**src/hdl/assert_macros.svh**
```systemverilog
// Assertion helpers included by the RTL file matrix4_multiply.sv.
`ifndef ASSERT_MACROS_SVH
`define ASSERT_MACROS_SVH

// The consequent must hold in every cycle in which the antecedent holds.
`define ASSERT_IMPLIES(label, clk, rst_n, ante, cons, msg) \
    label: assert property (@(posedge clk) disable iff (!rst_n) (ante) |-> (cons)) \
        else $error(msg);

// The condition must never hold.
`define ASSERT_NEVER(label, clk, rst_n, cond, msg) \
    label: assert property (@(posedge clk) disable iff (!rst_n) !(cond)) \
        else $error(msg);

`endif

```
**src/hdl/mm4_pkg.sv**
```systemverilog
package mm4_pkg;

    // Default matrix order and fraction width of the Q format.
    localparam int DIM_DEF       = 4;
    localparam int FRAC_BITS_DEF = 16;

    // Fixed widths of the words on the ports and of one full product.
    localparam int ELEM_W    = 32;
    localparam int PROD_W    = 2 * ELEM_W;
    localparam int POS_OUT_W = 4;

    // Sequencer states.
    typedef enum logic [1:0] {
        S_LOAD,
        S_HOLD,
        S_ISSUE,
        S_DRAIN
    } t_state;

    // Tag that travels with each pair of operands into the multiply-accumulate.
    typedef struct packed {
        logic valid;
        logic first;
        logic last;
    } t_mac_ctl;

endpackage

```
**src/hdl/matrix4_multiply.sv**
```systemverilog
// Fixed-point product of two DIM x DIM matrices in signed Q16.16.
// Input channel (i_element, i_in_valid, o_in_ready): each accepted word is one
// element; the first DIM*DIM words fill the left matrix in row-major order and
// the next DIM*DIM words fill the right matrix. The input stays ready while
// loading. The word that completes the right matrix starts the computation.
// Output channel (o_product, o_position, o_last, o_out_valid, i_out_ready):
// DIM*DIM product words in row-major order, each with its row-major index and
// with o_last set on the final one.
// One shared multiply-accumulate walks the dot products, one term per cycle.
// Each product word goes through a start step, DIM operand reads from the
// stores, then the multiply, the accumulate and the saturation of the final
// term into the output register.
// The input is not ready while the product is computed; it becomes ready
// again as soon as the final product word sits in the output register.
// If the receiver stalls, the sequencer waits with the next element until the
// output register has been emptied, so no word is lost or overwritten.
// Reset clears the load count and all control state; the stores are undefined.
`include "assert_macros.svh"

module matrix4_multiply import mm4_pkg::*; #(
    parameter int DIM       = DIM_DEF,
    parameter int FRAC_BITS = FRAC_BITS_DEF
) (
    input  logic                        i_clk,
    input  logic                        i_rst_n,
    input  logic signed [ELEM_W-1:0]    i_element,
    input  logic                        i_in_valid,
    output logic                        o_in_ready,
    output logic signed [ELEM_W-1:0]    o_product,
    output logic [POS_OUT_W-1:0]        o_position,
    output logic                        o_last,
    output logic                        o_out_valid,
    input  logic                        i_out_ready
);

    localparam int CELLS     = DIM * DIM;
    localparam int IDX_W     = $clog2(DIM);
    localparam int ADDR_W    = $clog2(CELLS);
    localparam int LOAD_W    = $clog2(2 * CELLS);
    localparam int POS_EXT_W = ADDR_W + POS_OUT_W;

    localparam logic [LOAD_W-1:0] LOAD_LAST  = LOAD_W'(2 * CELLS - 1);
    localparam logic [LOAD_W-1:0] LOAD_RIGHT = LOAD_W'(CELLS);
    localparam logic [IDX_W-1:0]  IDX_LAST   = IDX_W'(DIM - 1);
    localparam logic [ADDR_W-1:0] ADDR_STEP  = ADDR_W'(DIM);
    localparam logic [ADDR_W-1:0] ELEM_LAST  = ADDR_W'(CELLS - 1);

    // Element stores, one write and one registered read port each.
    logic signed [ELEM_W-1:0] r_left_mem  [CELLS];
    logic signed [ELEM_W-1:0] r_right_mem [CELLS];

    t_state                   r_state, n_state;
    logic [LOAD_W-1:0]        r_load_cnt, n_load_cnt;
    logic [IDX_W-1:0]         r_k, n_k;
    logic [IDX_W-1:0]         r_col, n_col;
    logic [ADDR_W-1:0]        r_row_base, n_row_base;
    logic [ADDR_W-1:0]        r_elem, n_elem;
    logic [ADDR_W-1:0]        r_a_addr, n_a_addr;
    logic [ADDR_W-1:0]        r_b_addr, n_b_addr;

    logic signed [ELEM_W-1:0] r_rd_a, r_rd_b;
    t_mac_ctl                 r_rd_ctl;

    logic                     r_out_valid;
    logic signed [ELEM_W-1:0] r_product;
    logic [POS_OUT_W-1:0]     r_out_pos;
    logic                     r_out_last;

    logic                     w_in_accept;
    logic                     w_out_accept;
    logic                     w_issue;
    logic                     w_mac_done;
    logic signed [ELEM_W-1:0] w_mac_result;
    logic [ADDR_W-1:0]        w_right_wr_addr;
    logic [POS_EXT_W-1:0]     w_pos_ext;

    assign o_in_ready      = (r_state == S_LOAD);
    assign w_in_accept     = i_in_valid && o_in_ready;
    assign w_out_accept    = r_out_valid && i_out_ready;
    assign w_right_wr_addr = ADDR_W'(r_load_cnt - LOAD_RIGHT);
    assign w_pos_ext       = POS_EXT_W'(r_elem);

    // Loading writes one store; the sequencer reads one term of each per cycle.
    always_ff @(posedge i_clk) begin
        if (w_in_accept) begin
            if (r_load_cnt < LOAD_RIGHT) begin
                r_left_mem[r_load_cnt[ADDR_W-1:0]] <= i_element;
            end else begin
                r_right_mem[w_right_wr_addr] <= i_element;
            end
        end
        if (w_issue) begin
            r_rd_a <= r_left_mem[r_a_addr];
            r_rd_b <= r_right_mem[r_b_addr];
        end
    end

    // Sequencer and address registers.
    always_ff @(posedge i_clk) begin
        if (!i_rst_n) begin
            r_state    <= S_LOAD;
            r_load_cnt <= '0;
            r_k        <= '0;
            r_col      <= '0;
            r_row_base <= '0;
            r_elem     <= '0;
            r_a_addr   <= '0;
            r_b_addr   <= '0;
            r_rd_ctl   <= '0;
        end else begin
            r_state    <= n_state;
            r_load_cnt <= n_load_cnt;
            r_k        <= n_k;
            r_col      <= n_col;
            r_row_base <= n_row_base;
            r_elem     <= n_elem;
            r_a_addr   <= n_a_addr;
            r_b_addr   <= n_b_addr;
            r_rd_ctl.valid <= w_issue;
            r_rd_ctl.first <= (r_k == '0);
            r_rd_ctl.last  <= (r_k == IDX_LAST);
        end
    end

    always_comb begin
        n_state    = r_state;
        n_load_cnt = r_load_cnt;
        n_k        = r_k;
        n_col      = r_col;
        n_row_base = r_row_base;
        n_elem     = r_elem;
        n_a_addr   = r_a_addr;
        n_b_addr   = r_b_addr;
        w_issue    = 1'b0;
        case (r_state)
            S_LOAD: begin
                if (w_in_accept) begin
                    if (r_load_cnt == LOAD_LAST) begin
                        n_load_cnt = '0;
                        n_k        = '0;
                        n_col      = '0;
                        n_row_base = '0;
                        n_elem     = '0;
                        n_state    = S_HOLD;
                    end else begin
                        n_load_cnt = r_load_cnt + 1'b1;
                    end
                end
            end
            S_HOLD: begin
                // Start the next dot product only once the output word is free.
                if (!r_out_valid || w_out_accept) begin
                    n_a_addr = r_row_base;
                    n_b_addr = ADDR_W'(r_col);
                    n_k      = '0;
                    n_state  = S_ISSUE;
                end
            end
            S_ISSUE: begin
                w_issue  = 1'b1;
                n_a_addr = r_a_addr + 1'b1;
                n_b_addr = r_b_addr + ADDR_STEP;
                if (r_k == IDX_LAST) begin
                    n_k     = '0;
                    n_state = S_DRAIN;
                end else begin
                    n_k = r_k + 1'b1;
                end
            end
            S_DRAIN: begin
                if (w_mac_done) begin
                    if (r_elem == ELEM_LAST) begin
                        n_state = S_LOAD;
                    end else begin
                        n_elem = r_elem + 1'b1;
                        if (r_col == IDX_LAST) begin
                            n_col      = '0;
                            n_row_base = r_row_base + ADDR_STEP;
                        end else begin
                            n_col = r_col + 1'b1;
                        end
                        n_state = S_HOLD;
                    end
                end
            end
            default: begin
                n_state = S_LOAD;
            end
        endcase
    end

    mm4_mac #(
        .DIM       (DIM),
        .FRAC_BITS (FRAC_BITS)
    ) u_mac (
        .i_clk    (i_clk),
        .i_rst_n  (i_rst_n),
        .i_a      (r_rd_a),
        .i_b      (r_rd_b),
        .i_ctl    (r_rd_ctl),
        .o_result (w_mac_result),
        .o_done   (w_mac_done)
    );

    // Output word register.
    always_ff @(posedge i_clk) begin
        if (!i_rst_n) begin
            r_out_valid <= 1'b0;
        end else if (w_mac_done) begin
            r_out_valid <= 1'b1;
        end else if (w_out_accept) begin
            r_out_valid <= 1'b0;
        end
    end

    always_ff @(posedge i_clk) begin
        if (w_mac_done) begin
            r_product  <= w_mac_result;
            r_out_pos  <= w_pos_ext[POS_OUT_W-1:0];
            r_out_last <= (r_elem == ELEM_LAST);
        end
    end

    assign o_out_valid = r_out_valid;
    assign o_product   = r_product;
    assign o_position  = r_out_pos;
    assign o_last      = r_out_last;

    `ASSERT_IMPLIES(a_done_into_free_slot, i_clk, i_rst_n, w_mac_done, !r_out_valid, "finished dot product would overwrite a pending word")
    `ASSERT_IMPLIES(a_done_only_draining, i_clk, i_rst_n, w_mac_done, r_state == S_DRAIN, "dot product finished outside the drain phase")
    `ASSERT_IMPLIES(a_issue_with_empty_out, i_clk, i_rst_n, r_state == S_ISSUE, !r_out_valid, "operands issued while an output word is pending")
    `ASSERT_IMPLIES(a_count_idle_in_compute, i_clk, i_rst_n, r_state != S_LOAD, r_load_cnt == '0, "load count not cleared during the computation")

endmodule

```
**src/hdl/mm4_mac.sv**
```systemverilog
module mm4_mac import mm4_pkg::*; #(
    parameter int DIM       = DIM_DEF,
    parameter int FRAC_BITS = FRAC_BITS_DEF
) (
    input  logic                     i_clk,
    input  logic                     i_rst_n,
    input  logic signed [ELEM_W-1:0] i_a,
    input  logic signed [ELEM_W-1:0] i_b,
    input  t_mac_ctl                 i_ctl,
    output logic signed [ELEM_W-1:0] o_result,
    output logic                     o_done
);

    // Room for the sum of DIM full products without overflow.
    localparam int ACC_W = PROD_W + $clog2(DIM);

    localparam logic signed [ACC_W-1:0] SAT_HI =
        {{(ACC_W-ELEM_W){1'b0}}, 1'b0, {(ELEM_W-1){1'b1}}};
    localparam logic signed [ACC_W-1:0] SAT_LO =
        {{(ACC_W-ELEM_W){1'b1}}, 1'b1, {(ELEM_W-1){1'b0}}};

    logic signed [PROD_W-1:0] r_prod;
    logic signed [ACC_W-1:0]  r_acc;
    logic signed [ACC_W-1:0]  n_acc;
    logic signed [ACC_W-1:0]  w_prod_ext;
    logic signed [ACC_W-1:0]  w_shifted;
    t_mac_ctl                 r_ctl;
    logic                     r_done;

    // Product stage, then accumulate stage.
    always_ff @(posedge i_clk) begin
        r_prod <= i_a * i_b;
        if (r_ctl.valid) begin
            r_acc <= n_acc;
        end
    end

    always_ff @(posedge i_clk) begin
        if (!i_rst_n) begin
            r_ctl  <= '0;
            r_done <= 1'b0;
        end else begin
            r_ctl  <= i_ctl;
            r_done <= r_ctl.valid && r_ctl.last;
        end
    end

    always_comb begin
        w_prod_ext = {{(ACC_W-PROD_W){r_prod[PROD_W-1]}}, r_prod};
        n_acc      = r_ctl.first ? w_prod_ext : r_acc + w_prod_ext;
    end

    // Floor shift back to the Q format, then clamp to the word range.
    always_comb begin
        w_shifted = r_acc >>> FRAC_BITS;
        if (w_shifted > SAT_HI) begin
            o_result = SAT_HI[ELEM_W-1:0];
        end else if (w_shifted < SAT_LO) begin
            o_result = SAT_LO[ELEM_W-1:0];
        end else begin
            o_result = w_shifted[ELEM_W-1:0];
        end
    end

    assign o_done = r_done;

endmodule
```
**config.mk**
```make
export PLATFORM = sky130hd
export DESIGN_NAME = matrix4_multiply
export DESIGN_NICKNAME = d
export VERILOG_FILES = /design/src/hdl/mm4_pkg.sv /design/src/hdl/matrix4_multiply.sv /design/src/hdl/mm4_mac.sv
export VERILOG_INCLUDE_DIRS = /design/src /design/src/hdl
export SDC_FILE = /design/constraint.sdc
export NUM_CORES = 2
export LEC_CHECK = 0
export BUFFER_PORTS_ARGS = -buffer_cell sky130_fd_sc_hd__buf_2
export CAP_MARGIN = 10
export CORE_UTILIZATION = 50
export CTS_BUF_LIST = sky130_fd_sc_hd__clkbuf_8 sky130_fd_sc_hd__clkbuf_16
export DETAILED_ROUTE_END_ITERATION = 16
export HOLD_SLACK_MARGIN = 0.12
export PLACE_DENSITY = 0.65
export SYNTH_ARGS = -nofsm -noshare
export SYNTH_HDL_FRONTEND = slang
export SYNTH_SLANG_ARGS = --single-unit
```
**constraint.sdc**
```tcl
create_clock -name i_clk -period 10 [get_ports i_clk]
set_input_delay 2 -clock i_clk [delete_from_list [all_inputs] [get_ports i_clk]]
set_output_delay 2 -clock i_clk [all_outputs]
set_load 0.1 [all_outputs]
```
==> results.tsv <==
stage	metric	value	unit
status	run_status	finished, final reports clean	
synthesis	ys_seq_area_share	43.2	%
clock_network	ctsResizeCount	0	
sta	finClkSkew	0.0693	ns
clock_network	numClockSinks	1288	
synthesis	synth_cells	6497	
clock_network	tritoncts_clock_tree	yes	
place	detailedPlacementHpwl	147	mm
place	gp_routability_congestion	0.916	
clock_network	worst_skew_pair_later_pin_latency	0.81	ns
cells_and_area	layout.cells.most_common_list	sky130_fd_sc_hd__edfxtp_1 (1191), sky130_fd_sc_hd__fa_1 (1083), sky130_fd_sc_hd__inv_1 (1059)	
die	pin_count	75	
cells_and_area	layout-drive-gt1-share	12.1	%
die	die_area	0.176	mm2
synthesis	post_synthesis_net_count	7880	
synthesis	summed_instance_area_of_the_synthesized_netlist	0.0872	mm2
clock_network	postCtsSetupRepairBufs	0	
cells_and_area	n_fill_cell	14000	
drt	initial_drc_count	4498	
critical_path	data_arrival_at_the_endpoint_of_the_critical_path	9.46	ns
clock_network	clk_path_buf_depth	3	
sta	tightest_slew	1.36	ns
critical_path	worstSetupPathType	flip-flop to flip-flop	
synthesis	yosys_register_bits	1288	
cells_and_area	layout_commonest_cell	sky130_fd_sc_hd__edfxtp_1	
die	floorplan.die.height	420	um
drt	route.vias.total	50500	
critical_path	critPathCaptureType	flip-flop	
sta	finalWorstPathRequiredPeriod	8.74	ns
clock_network	cts_max_level	4	
grt	gr-usage-all-layers	25.0	%
drt	drt.antenna.violating_nets	0	
drt	drt_first_pass_iters	5	
min_path	timing.hold.worst.class	flip-flop to flip-flop	
synthesis	synth-main-ff-cell	sky130_fd_sc_hd__edfxtp_1	
sta	timing.final.setup_violations	0	
die	core.rowCount	152	
cells_and_area	multi_input_area	0.0446	mm2
grt	grt_first_pass_wirelength	327	mm
place	detailed_place.area	0.0905	mm2
drt	postRouteWirelength	214	mm
sta	timing_max_transition_violations_final	0	
cells_and_area	fin_nets	7903	
critical_path	cp-start-kind	flip-flop	
synthesis	synth_enable_flop_cells	1191	
sta	timing_hold_violations_final	0	
cells_and_area	final_area	0.0949	mm2
die	floorplan.initialDensity	50.5	%
clock_network	clk_pin_slew	0.06	ns
sta	rsz0062_at_grt	no	
critical_path	cp.required	10.72	ns
drt	drc_errors	0	
sta	timing.max_slew.rel_slack	9.55	%
place	port_buf_inserts	74	
critical_path	critical_path_peak_fanout	27	
clock_network	cts_inserted_buffers	136	
synthesis	yosysWarningCount	0	
drt	via_per_instance_ratio	5.65	
sta	fmax	114	MHz
grt	number_of_global_route_vias_before_repair	53500	
synthesis	synth_async_sr_flop_share	0	%
sta	final_total_negative_setup_slack	0	ns
drt	detail_route.wl_per_cell	23.9	um
grt	gr-total-overflow	0	
clock_network	cts_hold_buffers	0	
synthesis	post_synth.cell_area_avg	13.4	um2
cells_and_area	final-seq-area	0.0377	mm2
job	number_of_maximum_capacitance_violations	0	
clock_network	root_buffer	sky130_fd_sc_hd__clkbuf_16	
synthesis	yosys.cell_types.count	85	
sta	final_min_period_over_clock_period	87.4	%
die	core-area	0.172	mm2
cells_and_area	areaGrowthSynthToFinish	8.89	%
grt	grt_max_degree	93	
die	floorplan.die.width	420	um
grt	antenna_found_initial	11	
-- area by class of cell --
class / count / area share, %
clock inverters: 102 / 0.924
well taps: 2310 / 3.04
multi-input cells: 3849 / 47.0
flip-flops and latches: 1288 / 39.7
inverters: 1035 / 4.09
clock buffers: 142 / 3.72
repair buffers: 210 / 1.47
diodes: 11 / 0.0290
-- state kept, by name, summed over array words and instances (netlist names), 3 cells and up --
name and cells:
r_b_addr 4, r_rd_ctl 3, u_mac.r_ctl 3, r_elem 4, r_right_mem 512, r_rd_b 32, u_mac.r_prod 64, u_mac.r_acc 66
r_rd_a 32, o_position 4, r_left_mem 512, r_load_cnt 5, o_product 32, r_a_addr 4
-- metal layers --
layer	GRT usage [%]	vias to the layer above	wire length, um
met2	40.1	1919	102000
met1	35.0	26500	90000
li1	-	21700	-
met3	4.74	366	16800
met4	7.22	6	5860
met5	0	-	45
-- cell families (layout without fill, tap and decap cells) --
family	after synthesis	count (layout)	share of synthesized area [%]
buf+inv	1360	1489	5.87
other cells	0	11	0
mux	328	328	8.36
xor+xnor	128	128	1.29
simple gates	1527	1527	8.63
fa+ha+maj	1347	1347	28.7
compound gates	519	519	3.96
flops	1288	1288	43.2
-- per-stage QoR --
step	cells	utilization, %	worst slack [ns]	hold WS [ns]
after floorplan	6497	-	2.39	0.412
after global placement	8692	52.5	1.37	0.415
after detailed placement	8692	52.5	1.36	0.419
after CTS	8936	55.0	1.32	0.428
after global routing	8945	55.0	0.866	0.457
final	8947	55.0	1.26	0.426
-- worst paths after layout --
| check | slack (ns) | end | cells past startpoint | startpoint |
|---|---|---|---|---|
| setup / recovery | 1.26 | u_mac.r_prod[57] | 26 | r_rd_b[9] |
| hold / removal | 0.43 | u_mac.r_ctl[0] | 1 | r_rd_ctl[0] |
| setup reg to reg | 1.26 | u_mac.r_prod[57] | 26 | r_rd_b[9] |
| hold reg to reg | 0.43 | u_mac.r_ctl[0] | 1 | r_rd_ctl[0] |
-- Yosys cell counts, drive strengths merged, types with 6 or more instances --
library cell,count,area [um2]
a2111oi,6,103
a211oi,8,75.1
a21boi,11,86.3
a21o,86,646
a21oi,144,743
a221oi,7,80.1
a31oi,22,138
and2,529,3310
and3,11,68.8
and4,6,52.6
buf,34,141
clkbuf,291,1090
dfxtp,97,1940
edfxtp,1191,35800
fa,1083,21700
ha,264,3300
inv,1034,3880
mux4,320,7210
nand2,633,2380
nand2b,27,169
nand3,30,150
nand4,32,200
nor2,172,646
nor2b,24,150
nor3,27,140
nor4,8,50.1
o211ai,11,87.6
o21a,20,159
o21ai,131,656
o21bai,19,143
o31ai,9,86.3
or3,6,37.5
xnor2,81,709
xor2,47,412
-- worst max-delay path, cell delays in order, from the launching register on --
cell and delay (ns):
sky130_fd_sc_hd__edfxtp_1 1.15, sky130_fd_sc_hd__nand2_1 0.23, sky130_fd_sc_hd__fa_1 0.58, sky130_fd_sc_hd__inv_1 0.06
sky130_fd_sc_hd__fa_1 0.43, sky130_fd_sc_hd__fa_1 0.50, sky130_fd_sc_hd__inv_1 0.05, sky130_fd_sc_hd__fa_1 0.49
sky130_fd_sc_hd__inv_1 0.06, sky130_fd_sc_hd__fa_1 0.50, sky130_fd_sc_hd__fa_1 0.47, sky130_fd_sc_hd__fa_1 0.51
sky130_fd_sc_hd__inv_1 0.05, sky130_fd_sc_hd__fa_1 0.47, sky130_fd_sc_hd__inv_1 0.04, sky130_fd_sc_hd__ha_1 0.35
sky130_fd_sc_hd__a21o_1 0.19, sky130_fd_sc_hd__a21o_1 0.19, sky130_fd_sc_hd__a2111oi_0 0.41, sky130_fd_sc_hd__nor4_1 0.15
sky130_fd_sc_hd__o31ai_2 0.54, sky130_fd_sc_hd__a21oi_1 0.21, sky130_fd_sc_hd__o211ai_2 0.21, sky130_fd_sc_hd__a21oi_2 0.09
sky130_fd_sc_hd__or2_1 0.27, sky130_fd_sc_hd__o41ai_2 0.26, sky130_fd_sc_hd__xnor2_1 0.17
Power is left out: the tool's default activity adds up to more than one toggle a clock period on the data nets, which glitch-free logic cannot reach.
